$ cat config.mk
export PLATFORM = sky130hd
export DESIGN_NAME = lbni_ctrl
export DESIGN_NICKNAME = d
export VERILOG_FILES = /design/src/design/lbni_pkg.sv /design/src/design/lbni_ctrl.sv
export SDC_FILE = /design/constraint.sdc
export NUM_CORES = 1
export LEC_CHECK = 0
export ABC_AREA = 1
export BUFFER_PORTS_ARGS = -buffer_cell sky130_fd_sc_hd__buf_2
export CORE_AREA = 5 5 42 44
export CTS_CLUSTER_DIAMETER = 60
export DETAILED_ROUTE_END_ITERATION = 16
export DIE_AREA = 0 0 47 49
export RECOVER_POWER = 25
export SETUP_SLACK_MARGIN = 0.5
export SLEW_MARGIN = 20
export SYNTH_ARGS = -nofsm -noshare
export SYNTH_HDL_FRONTEND = slang
export SYNTH_SLANG_ARGS = --single-unit
export TNS_END_PERCENT = 50
$ cat constraint.sdc
create_clock -name clk -period 1.19 [get_ports clk]
set_input_delay 0.0595 -clock clk [delete_from_list [all_inputs] [get_ports clk]]
set_output_delay 0.0595 -clock clk [all_outputs]
set_load 0.005 [all_outputs]
$ cat src/design/lbni_pkg.sv
// Shared types, constants and codes for the lattice block neighbour indexer.
`default_nettype none

package lbni_pkg;

    localparam int MAX_BLOCKS_DEFAULT = 16;

    localparam int COORD_W    = 4;
    localparam int CFG_DIM_W  = 5;
    localparam int RANK_W     = 16;
    localparam int NIDX_W     = 17;
    localparam int CNT_W      = 13;
    localparam int FACES      = 8;
    localparam int FACE_W     = 3;
    localparam int CFG_IDX_W  = 3;
    localparam int CFG_DATA_W = 5;

    localparam logic [CFG_IDX_W-1:0] REG_BLOCKS_DIM0   = 3'd0;
    localparam logic [CFG_IDX_W-1:0] REG_BLOCKS_DIM1   = 3'd1;
    localparam logic [CFG_IDX_W-1:0] REG_BLOCKS_DIM2   = 3'd2;
    localparam logic [CFG_IDX_W-1:0] REG_BLOCKS_DIM3   = 3'd3;
    localparam logic [CFG_IDX_W-1:0] REG_CUT_FACE_MASK = 3'd4;
    localparam logic [CFG_IDX_W-1:0] REG_FIRST_PARITY  = 3'd5;

    localparam logic OP_BUILD = 1'b0;
    localparam logic OP_QUERY = 1'b1;

    typedef struct packed {
        logic               operation;
        logic [COORD_W-1:0] coord0;
        logic [COORD_W-1:0] coord1;
        logic [COORD_W-1:0] coord2;
        logic [COORD_W-1:0] coord3;
    } in_word_t;

    typedef struct packed {
        logic [RANK_W-1:0] block_index;
        logic [FACE_W-1:0] direction;
        logic [NIDX_W-1:0] neighbour_index;
        logic              on_boundary;
        logic [RANK_W-1:0] far_partner_index;
        logic              build_done;
        logic              last;
    } out_word_t;

    typedef enum logic [3:0] {
        ST_IDLE,
        ST_PREP1,
        ST_PREP2,
        ST_PREP3,
        ST_REDUCE,
        ST_BUILD,
        ST_BUILD_DONE,
        ST_OWN,
        ST_FACE,
        ST_LAST
    } state_t;

    typedef struct packed {
        logic load;
        logic mul1;
        logic mul2;
        logic prep;
        logic reduce;
        logic build_step;
        logic build_emit;
        logic own_read;
        logic face_issue;
        logic face_emit;
    } cmd_t;

    typedef struct packed {
        logic reduce_done;
        logic build_last;
        logic face_first;
        logic face_last;
    } status_t;

endpackage

`default_nettype wire

$ cat src/design/lbni_ctrl.sv
// Sequencing state machine for the neighbour indexer.
`default_nettype none

module lbni_ctrl (
    input  wire logic              clk,
    input  wire logic              rst_n,
    input  wire logic              start,
    input  wire logic              operation,
    input  wire lbni_pkg::status_t status,
    output logic                   busy,
    output lbni_pkg::cmd_t         cmd
);

    lbni_pkg::state_t state_reg, state_next;
    logic             op_reg, op_next;

    always_ff @(posedge clk or negedge rst_n)
    begin
        if (!rst_n)
        begin
            state_reg <= lbni_pkg::ST_IDLE;
            op_reg    <= lbni_pkg::OP_BUILD;
        end
        else
        begin
            state_reg <= state_next;
            op_reg    <= op_next;
        end
    end

    always_comb
    begin
        op_next = op_reg;
        if (state_reg == lbni_pkg::ST_IDLE && start)
            op_next = operation;
    end

    always_comb
    begin
        state_next = state_reg;
        unique case (state_reg)
            lbni_pkg::ST_IDLE:
                if (start) state_next = lbni_pkg::ST_PREP1;
            lbni_pkg::ST_PREP1:
                state_next = lbni_pkg::ST_PREP2;
            lbni_pkg::ST_PREP2:
                state_next = lbni_pkg::ST_PREP3;
            lbni_pkg::ST_PREP3:
                state_next = (op_reg == lbni_pkg::OP_BUILD) ? lbni_pkg::ST_BUILD
                                                            : lbni_pkg::ST_REDUCE;
            lbni_pkg::ST_REDUCE:
                if (status.reduce_done) state_next = lbni_pkg::ST_OWN;
            lbni_pkg::ST_BUILD:
                if (status.build_last) state_next = lbni_pkg::ST_BUILD_DONE;
            lbni_pkg::ST_BUILD_DONE:
                state_next = lbni_pkg::ST_IDLE;
            lbni_pkg::ST_OWN:
                state_next = lbni_pkg::ST_FACE;
            lbni_pkg::ST_FACE:
                if (status.face_last) state_next = lbni_pkg::ST_LAST;
            lbni_pkg::ST_LAST:
                state_next = lbni_pkg::ST_IDLE;
            default:
                state_next = lbni_pkg::ST_IDLE;
        endcase
    end

    always_comb
    begin
        cmd            = '0;
        cmd.load       = (state_reg == lbni_pkg::ST_IDLE) && start;
        cmd.mul1       = (state_reg == lbni_pkg::ST_PREP1);
        cmd.mul2       = (state_reg == lbni_pkg::ST_PREP2);
        cmd.prep       = (state_reg == lbni_pkg::ST_PREP3);
        cmd.reduce     = (state_reg == lbni_pkg::ST_REDUCE);
        cmd.build_step = (state_reg == lbni_pkg::ST_BUILD);
        cmd.build_emit = (state_reg == lbni_pkg::ST_BUILD_DONE);
        cmd.own_read   = (state_reg == lbni_pkg::ST_OWN);
        cmd.face_issue = (state_reg == lbni_pkg::ST_FACE);
        // face k's rank arrives in the cycle after its read
        cmd.face_emit  = (state_reg == lbni_pkg::ST_LAST) ||
                         ((state_reg == lbni_pkg::ST_FACE) && !status.face_first);
        busy           = (state_reg != lbni_pkg::ST_IDLE);
    end

    a_accept_busy: assert property (@(posedge clk) disable iff (!rst_n)
        (start && !busy) |=> busy)
        else $error("accepted word did not make the block busy");

endmodule

`default_nettype wire

-- After elaboration in Yosys (flattened, before gate mapping)
Cells that the tools add are included.
- register bits after elaboration: 5
- input bits: 8
- word-level logic and storage cells: 28
- equality and inequality tests: 13
- mux-type cells: 6
- reductions and logical operators: 7
- operators with widths (kind ; count):
    one-hot mux 4 bit (8 select lines) ; 1
    equality test 4 x 3 -> 1 bit (second input constant) ; 4
    two-way mux 4 bit ; 4
    equality test 4 x 2 -> 1 bit (second input constant) ; 2
    equality test 4 bit (second input constant) ; 2
    != test 2 bit (second input constant) ; 4
    equality test 4 x 1 -> 1 bit (second input constant) ; 1
    logical NOT 4 bit ; 1
    AND reduction 4 bit ; 1
    nonzero test 4 bit ; 1
    logical AND 1 bit ; 2
    logical NOT 1 bit ; 1
    logical OR 1 bit ; 1
    two-way mux 1 bit ; 1

-- Depth between registers and ports, before layout
Gate-level depths: netlist (run 1).
- word-level depth: 3
- depth in mapped cells: 7
- depth with buffers taken out: 7

-- Least setup slack after synthesis (run 1)
Ideal clock, no wire load.
- path type: flip-flop to flip-flop
- start: register state_reg[0]
- end: register op_reg
- library setup time: 126 ps
- arrival: 891 ps
- data required time: 1064 ps
- setup slack: 173 ps
- stages on the path, launching flop included: 5
- path buffers: 0
- period minus slack after synthesis: 1017 ps
- cell sequence: dfrtp_1 -> nor2_2 -> nand2_2 -> nor2_4 -> o21ai_0
- RTL lines (what ; line ; source):
    from (decl) ; lbni_ctrl.sv:14 ; lbni_pkg::state_t state_reg, state_next;
    from (signal assigned) ; lbni_ctrl.sv:21 ; state_reg <= lbni_pkg::ST_IDLE;
    from (signal assigned) ; lbni_ctrl.sv:26 ; state_reg <= state_next;
    to (signal assigned) ; lbni_ctrl.sv:22 ; op_reg <= lbni_pkg::OP_BUILD;
    to (signal assigned) ; lbni_ctrl.sv:27 ; op_reg <= op_next;
    to (decl) ; lbni_ctrl.sv:15 ; logic op_reg, op_next;

==> out/qor.txt, run 1 <==
Outcome: complete, but fails checks
Violated checks: setup timing
Most frequent cells in the layout: sky130_fd_sc_hd__buf_2, sky130_fd_sc_hd__inv_1, sky130_fd_sc_hd__nor2_1, sky130_fd_sc_hd__nand2_1, sky130_fd_sc_hd__buf_4
I/O pin count: 19
Library cell with the largest summed area after synthesis: sky130_fd_sc_hd__dfrtp_1
Biggest fanout along the worst timing path: 5
Class of the most critical hold timing path: primary input to flip-flop
Maximum cell stage delay along the critical path: 0.45 ns
Power density cells: 2430 nW/um^2
Clock-pin slew on the worst setup and hold paths: 0.04 ns
Final worst-path cycle share: 1.022
Average wire per standard cell: 9.369 um
Fin worst setup slack: -0.02602 ns
Setup TNS after final layout: -0.08715 ns
Row Count: 14
Count of max-cap constraint violations: 0
Final weighted congestion of routability-driven global placement: 0.8368
Portion of synthesized cell area occupied by the leading cell type: 0.3460
Slew Limit Headroom: 0.8226
Clock buffer depth: 2
Area of the die: 2303 um^2
Placed Cells incl. Taps: 92
Horizontal die dimension: 47 um
Cell area after synthesis: 361.6 um^2
Class of the most critical setup path: flip-flop to output port
Setup violations, final: 6
Vias: 443
Worst IR Drop VDD: 960.4 uV
DRC marker count from the first detailed-route iteration: 2
Synth-to-layout area growth: 65.74%
Setup slack after placement: 0.09207 ns
Final total power: 1.457 mW
Final layout net count: 96
Final cell count without fillers: 103
Core region area: 1401 um^2
Unrepaired setup endpoints after global routing: true
Portion of the post-synthesis area used by sequential elements: 0.3460
Wire length of the first global-routing pass: 1642 um
Critical Path Sink Type: output port
Die Span Y: 49 um
Hold slack final: 0.03318 ns
Final clock skew: 0.004250 ns
All-layer global routing usage: 0.09682
Count of yosys warnings during synthesis: 0
Starting utilization of the core area: 0.2580
Post-detail-place hpwl: 757.9 um
Number of antenna violations at the first check in global routing: 0
Count of input and output buffers: 18
Placement-stage cell area: 483.0 um^2
Critical Path Slowest Stage Cell: sky130_fd_sc_hd__dfrtp_2
Max reg flops: 4
Number of nets in the synthesized netlist: 66
Sink Count: 5
Synthesized netlist cell count: 58
Number of failing hold endpoints at the final stage: 0
Clock latency of the later-clocked register in the worst-skew pair: 0.24 ns
Total grt overflow: 0
Number of fill cells in the layout: 153
Antenna cells: 0
Fraction of final layout cells with drive strength greater than 1: 0.5172
Min Tclk post-route: 1.216 ns
TritonCTS clock tree: built
Cells taking the most area after synthesis: sky130_fd_sc_hd__dfrtp_1, sky130_fd_sc_hd__inv_1, sky130_fd_sc_hd__nand2_1
Count of distinct cell types in the synthesized netlist: 13
Most frequent standard cell in the layout excluding fill and tap cells: sky130_fd_sc_hd__buf_2
Number of global-route vias before repair: 432
Vias per cell: 4.301
CTS H-tree depth: 1
Library cell used as clock root buffer: sky130_fd_sc_hd__clkbuf_4
Detailed-router iteration count before antenna repair: 3
Average instance area after synthesis: 6.234 um^2
Antenna violation net count after detailed routing: 0
Drc violations: 0
Arrival time worst endpoint: 1.16 ns
Transition time of the tightest slew-check pin: 0.2661 ns
Worst EP required: 1.13 ns
Highest clock frequency the design can meet: 822.4 MHz
Chain of cells forming the critical path: nor2_4 > nand2_2 > nor2_2 > buf_2
CTS Buf Count: 3
Critical path startpoint category: flip-flop
Share of the core filled with cells: 0.4277
Routed WL: 965 um
Register-to-register setup slack: 0.04 ns
Largest net degree at the start of global routing: 7
Leak: 0.3527 nW
Slew Viols, Final: 0
Post-route cell area: 599.3 um^2
Post-synthesis sequential element count: 5
==> critical path: cells and delay by family (launching register included) <==
| kind | cells | cell delay, ns |
|---|---|---|
| flops | 1 | 0.45 |
| simple gates | 3 | 0.35 |
| buf+inv | 1 | 0.12 |
==> kinds of logic (layout without fill, tap and decap cells) <==
family / after synthesis / after routing / share of synthesized area
AO/OA/AOI/OAI: 4 / 4 / 0.05882
AND/OR/NAND/NOR: 35 / 35 / 0.4498
buffers and inverters: 14 / 43 / 0.1453
flip-flops: 5 / 5 / 0.3460
==> path summary, 6_finish.rpt <==
check                             startpoint            to  depth (start not counted)
worst max-delay path            state_reg[2]        cmd[7]                          4
max in group asynchronous              rst_n  state_reg[1]                          2
worst max register to register  state_reg[1]  state_reg[0]                          7
worst min register to register        op_reg        op_reg                          2
min in group asynchronous              rst_n  state_reg[2]                          2
worst min-delay path               operation        op_reg                          3
==> cell type report <==
class | instances | area (um^2) | share of cell area
tap | 16 | 20.02 | 0.03340
clock buffer | 4 | 26.28 | 0.04384
timing repair buffer | 25 | 150.1 | 0.2505
sequential | 5 | 128.9 | 0.2150
multi-input combinational | 39 | 221.5 | 0.3695
inverter | 14 | 52.55 | 0.08768
==> repair_timing <==
item                       4_1_cts  5_1_grt
setup endpoints to repair       16       16
buffers inserted                 3        3
pin swaps                        3        3
gates resized for setup          9        6
hold endpoints to repair         5        0
hold buffers                     1        0
==> per-layer routing <==
metal,routed length [um],GRT usage
met4,0,0.01382
met3,96,0.06642
met1,394,0.1156
met5,0,0
met2,473,0.1448
==> cell usage after synthesis <==
| cell | number |
|---|---|
| sky130_fd_sc_hd__nor2_2 | 1 |
| sky130_fd_sc_hd__nor2_1 | 11 |
| sky130_fd_sc_hd__o22ai_1 | 1 |
| sky130_fd_sc_hd__nor2_4 | 2 |
| sky130_fd_sc_hd__nand4_1 | 1 |
| sky130_fd_sc_hd__o21ai_0 | 2 |
| sky130_fd_sc_hd__dfrtp_1 | 5 |
| sky130_fd_sc_hd__nand3_1 | 5 |
| sky130_fd_sc_hd__a21oi_1 | 1 |
| sky130_fd_sc_hd__inv_1 | 14 |
| sky130_fd_sc_hd__nand2_2 | 1 |
| sky130_fd_sc_hd__nor3_1 | 2 |
| sky130_fd_sc_hd__nand2_1 | 12 |
==> power by group <==
| group | total, mW | leakage [nW] | switching, mW | internal, mW |
|---|---|---|---|---|
| sequential | 0.362 | 0.0599 | 0.108 | 0.254 |
| clock | 0.192 | 0.0150 | 0.0656 | 0.127 |
| combinational | 0.902 | 0.278 | 0.491 | 0.411 |
| total | 1.46 | 0.353 | 0.664 | 0.792 |
(Power assumes the default switching activity.)
==> run 2: changes to the inputs <==
Settings changed: BUFFER_PORTS_ARGS -buffer_cell sky130_fd_sc_hd__buf_2 to -buffer_cell sky130_fd_sc_hd__clkbuf_2, GPL_TIMING_DRIVEN set to 1.
==> run 2 against run 1 <==
Net effect: global-route usage grew 1.4 points; clock skew is essentially flat; first-iteration DRC count grew to 2.5 times the previous value; the flow still finishes with violations (setup timing); cell area grew 4.8%; largest power group unchanged; via count grew 3.2%; total power grew 5.9%; cell count grew 1.9%; die area is the same; register-to-register slack lost 0.06 ns; wire length grew 15%.
==> out/qor.txt, run 2 (same netlist as run 1, synthesis figures left out) <==
Number of antenna violations at the first check in global routing: 0
Chain of cells forming the critical path: nor2_4 > nand2_2 > nor2_4 > buf_2
Most frequent cells in the layout: sky130_fd_sc_hd__clkbuf_2, sky130_fd_sc_hd__inv_1, sky130_fd_sc_hd__nand2_1, sky130_fd_sc_hd__buf_4
Final total power: 1.542 mW
Number of failing hold endpoints at the final stage: 0
Hold slack final: 0.01969 ns
Sink Count: 5
Clock buffer depth: 2
CTS H-tree depth: 1
Vias per cell: 4.352
Final cell count without fillers: 105
Worst EP required: 1.13 ns
Largest net degree at the start of global routing: 7
Antenna cells: 0
Count of max-cap constraint violations: 0
Number of cells on the worst hold path: 3
Internal power: 823.2 uW
Min Tclk post-route: 1.259 ns
Final clock skew: 0.003947 ns
Reg-to-reg endpoint: op_reg
Final worst-path cycle share: 1.058
Final layout net count: 98
Average wire per standard cell: 10.56 um
Post-route cell area: 628.1 um^2
Sw Pwr: 718.8 uW
Count of input and output buffers: 18
Core region area: 1401 um^2
Worst-case reg-to-reg path depth: 6
Antenna violation net count after detailed routing: 0
Transition time of the tightest slew-check pin: 0.2671 ns
Maximum cell stage delay along the critical path: 0.46 ns
Capturing element of the worst setup path: cmd[9]
Routed WL: 1109 um
Critical path startpoint: state_reg[1]
Slew Viols, Final: 0
Clock-pin slew on the worst setup and hold paths: 0.05 ns
Number of global-route vias before repair: 429
Part of the total power dissipated in combinational logic: 0.629
All-layer global routing usage: 0.1109
TritonCTS clock tree: built
Total grt overflow: 0
Critical path startpoint category: flip-flop
Unrepaired setup endpoints after global routing: true
Fin worst setup slack: -0.06889 ns
Post-detail-place hpwl: 754.6 um
Clock group share of total power: 0.133
Detailed-router iteration count before antenna repair: 4
Clock latency of the later-clocked register in the worst-skew pair: 0.25 ns
Placement-stage cell area: 483.0 um^2
Highest clock frequency the design can meet: 794.4 MHz
Max reg flops: 4
Final weighted congestion of routability-driven global placement: 0.8287
Horizontal die dimension: 47 um
Setup violations, final: 9
Leak: 0.3607 nW
Vias: 457
Outcome: complete, but fails checks
Register-to-register setup slack: -0.02 ns
Drc violations: 0
Biggest fanout along the worst timing path: 6
I/O pin count: 19
Sequential share of power: 0.238
Slew Limit Headroom: 0.8220
Reg2reg start: state_reg[1]
CTS Buf Count: 3
Critical Path Sink Type: output port
Violated checks: setup timing
Wire length of the first global-routing pass: 1780 um
Critical Path Most Common Cell: sky130_fd_sc_hd__nor2_4
Fraction of final layout cells with drive strength greater than 1: 0.5843
Most frequent standard cell in the layout excluding fill and tap cells: sky130_fd_sc_hd__clkbuf_2
Row Count: 14
Placed Cells incl. Taps: 92
Setup TNS after final layout: -0.3169 ns
Arrival time worst endpoint: 1.20 ns
Area of the die: 2303 um^2
Die Span Y: 49 um
Switching share of total power: 0.4662
Power density cells: 2455 nW/um^2
Class of the most critical hold timing path: primary input to flip-flop
DRC marker count from the first detailed-route iteration: 5
Synth-to-layout area growth: 73.70%
Library cell used as clock root buffer: sky130_fd_sc_hd__clkbuf_4
Starting utilization of the core area: 0.2580
Critical Path Slowest Stage Cell: sky130_fd_sc_hd__dfrtp_2
Class of the most critical setup path: flip-flop to output port
Worst IR Drop VDD: 854.6 uV
run 2: cell count changes in the layout (fill, tap and decap cells not counted), moves of 3 or more:
cell,previous run,this run
sky130_fd_sc_hd__clkbuf_2,0,14
sky130_fd_sc_hd__nor2_2,1,4
sky130_fd_sc_hd__buf_2,16,3
sky130_fd_sc_hd__nor2_1,8,5
run 2: worst min path at each step:
stage	start	end	slack (ns)
2_1_floorplan	rst_n	op_reg	-0.24
3_3_place_gp	rst_n	op_reg	-0.12
3_5_place_dp	rst_n	op_reg	-0.12
4_1_cts	operation	op_reg	0.02
5_1_grt	operation	op_reg	0.03
6_report	operation	op_reg	0.02
run 2: what timing repair did:
action / CTS / global route
hold buffers: 1 / 0
pin swaps: 4 / 5
gates resized for setup: 9 / 14
endpoints found under the hold margin: 5 / 0
endpoints found under the setup margin: 16 / 16
setup buffers: 5 / 3
run 2: worst max-delay path: cells and delay by family (launching register included):
kind                   cells  cell delay [ns]
DFF                        1             0.46
and+or+nand+nor            3             0.38
buffers and inverters      1             0.11
run 2: layout make-up:
| cell class | count | area [um^2] |
|---|---|---|
| Sequential cell | 5 | 130.1 |
| Multi-Input combinational cell | 39 | 232.7 |
| Timing Repair Buffer | 27 | 166.4 |
| Tap cell | 16 | 20.02 |
| Clock buffer | 4 | 26.28 |
| Fill cell | 162 | 773.2 |
| Inverter | 14 | 52.55 |
run 2: power by group through the flow:
stage                     registers [mW]  logic (mW)  clock network [mW]
after global routing               0.377        1.08               0.223
after detailed placement           0.347       0.699                   0
after CTS                          0.357       0.827               0.210
after floorplan                    0.332       0.492                   0
final                              0.367       0.970               0.205
after global placement             0.350       0.698                   0
run 2: metrics by stage:
stage / worst slack (ns) / utilization
after detailed placement: 0.09664 / 0.3446
after CTS: -0.06732 / 0.4125
after global placement: 0.07716 / 0.3446
after floorplan: 0.2099 / -
final: -0.06889 / 0.4482
after global routing: -0.1522 / 0.4482
run 2: routing by layer:
metal / GRT usage / wire, um / vias up
li1: - / - / 239
met1: 0.1197 / 448 / 198
met2: 0.1652 / 546 / 16
met3: 0.04428 / 71 / 4
met4: 0.08295 / 43 / 0
met5: 0 / 0 / -
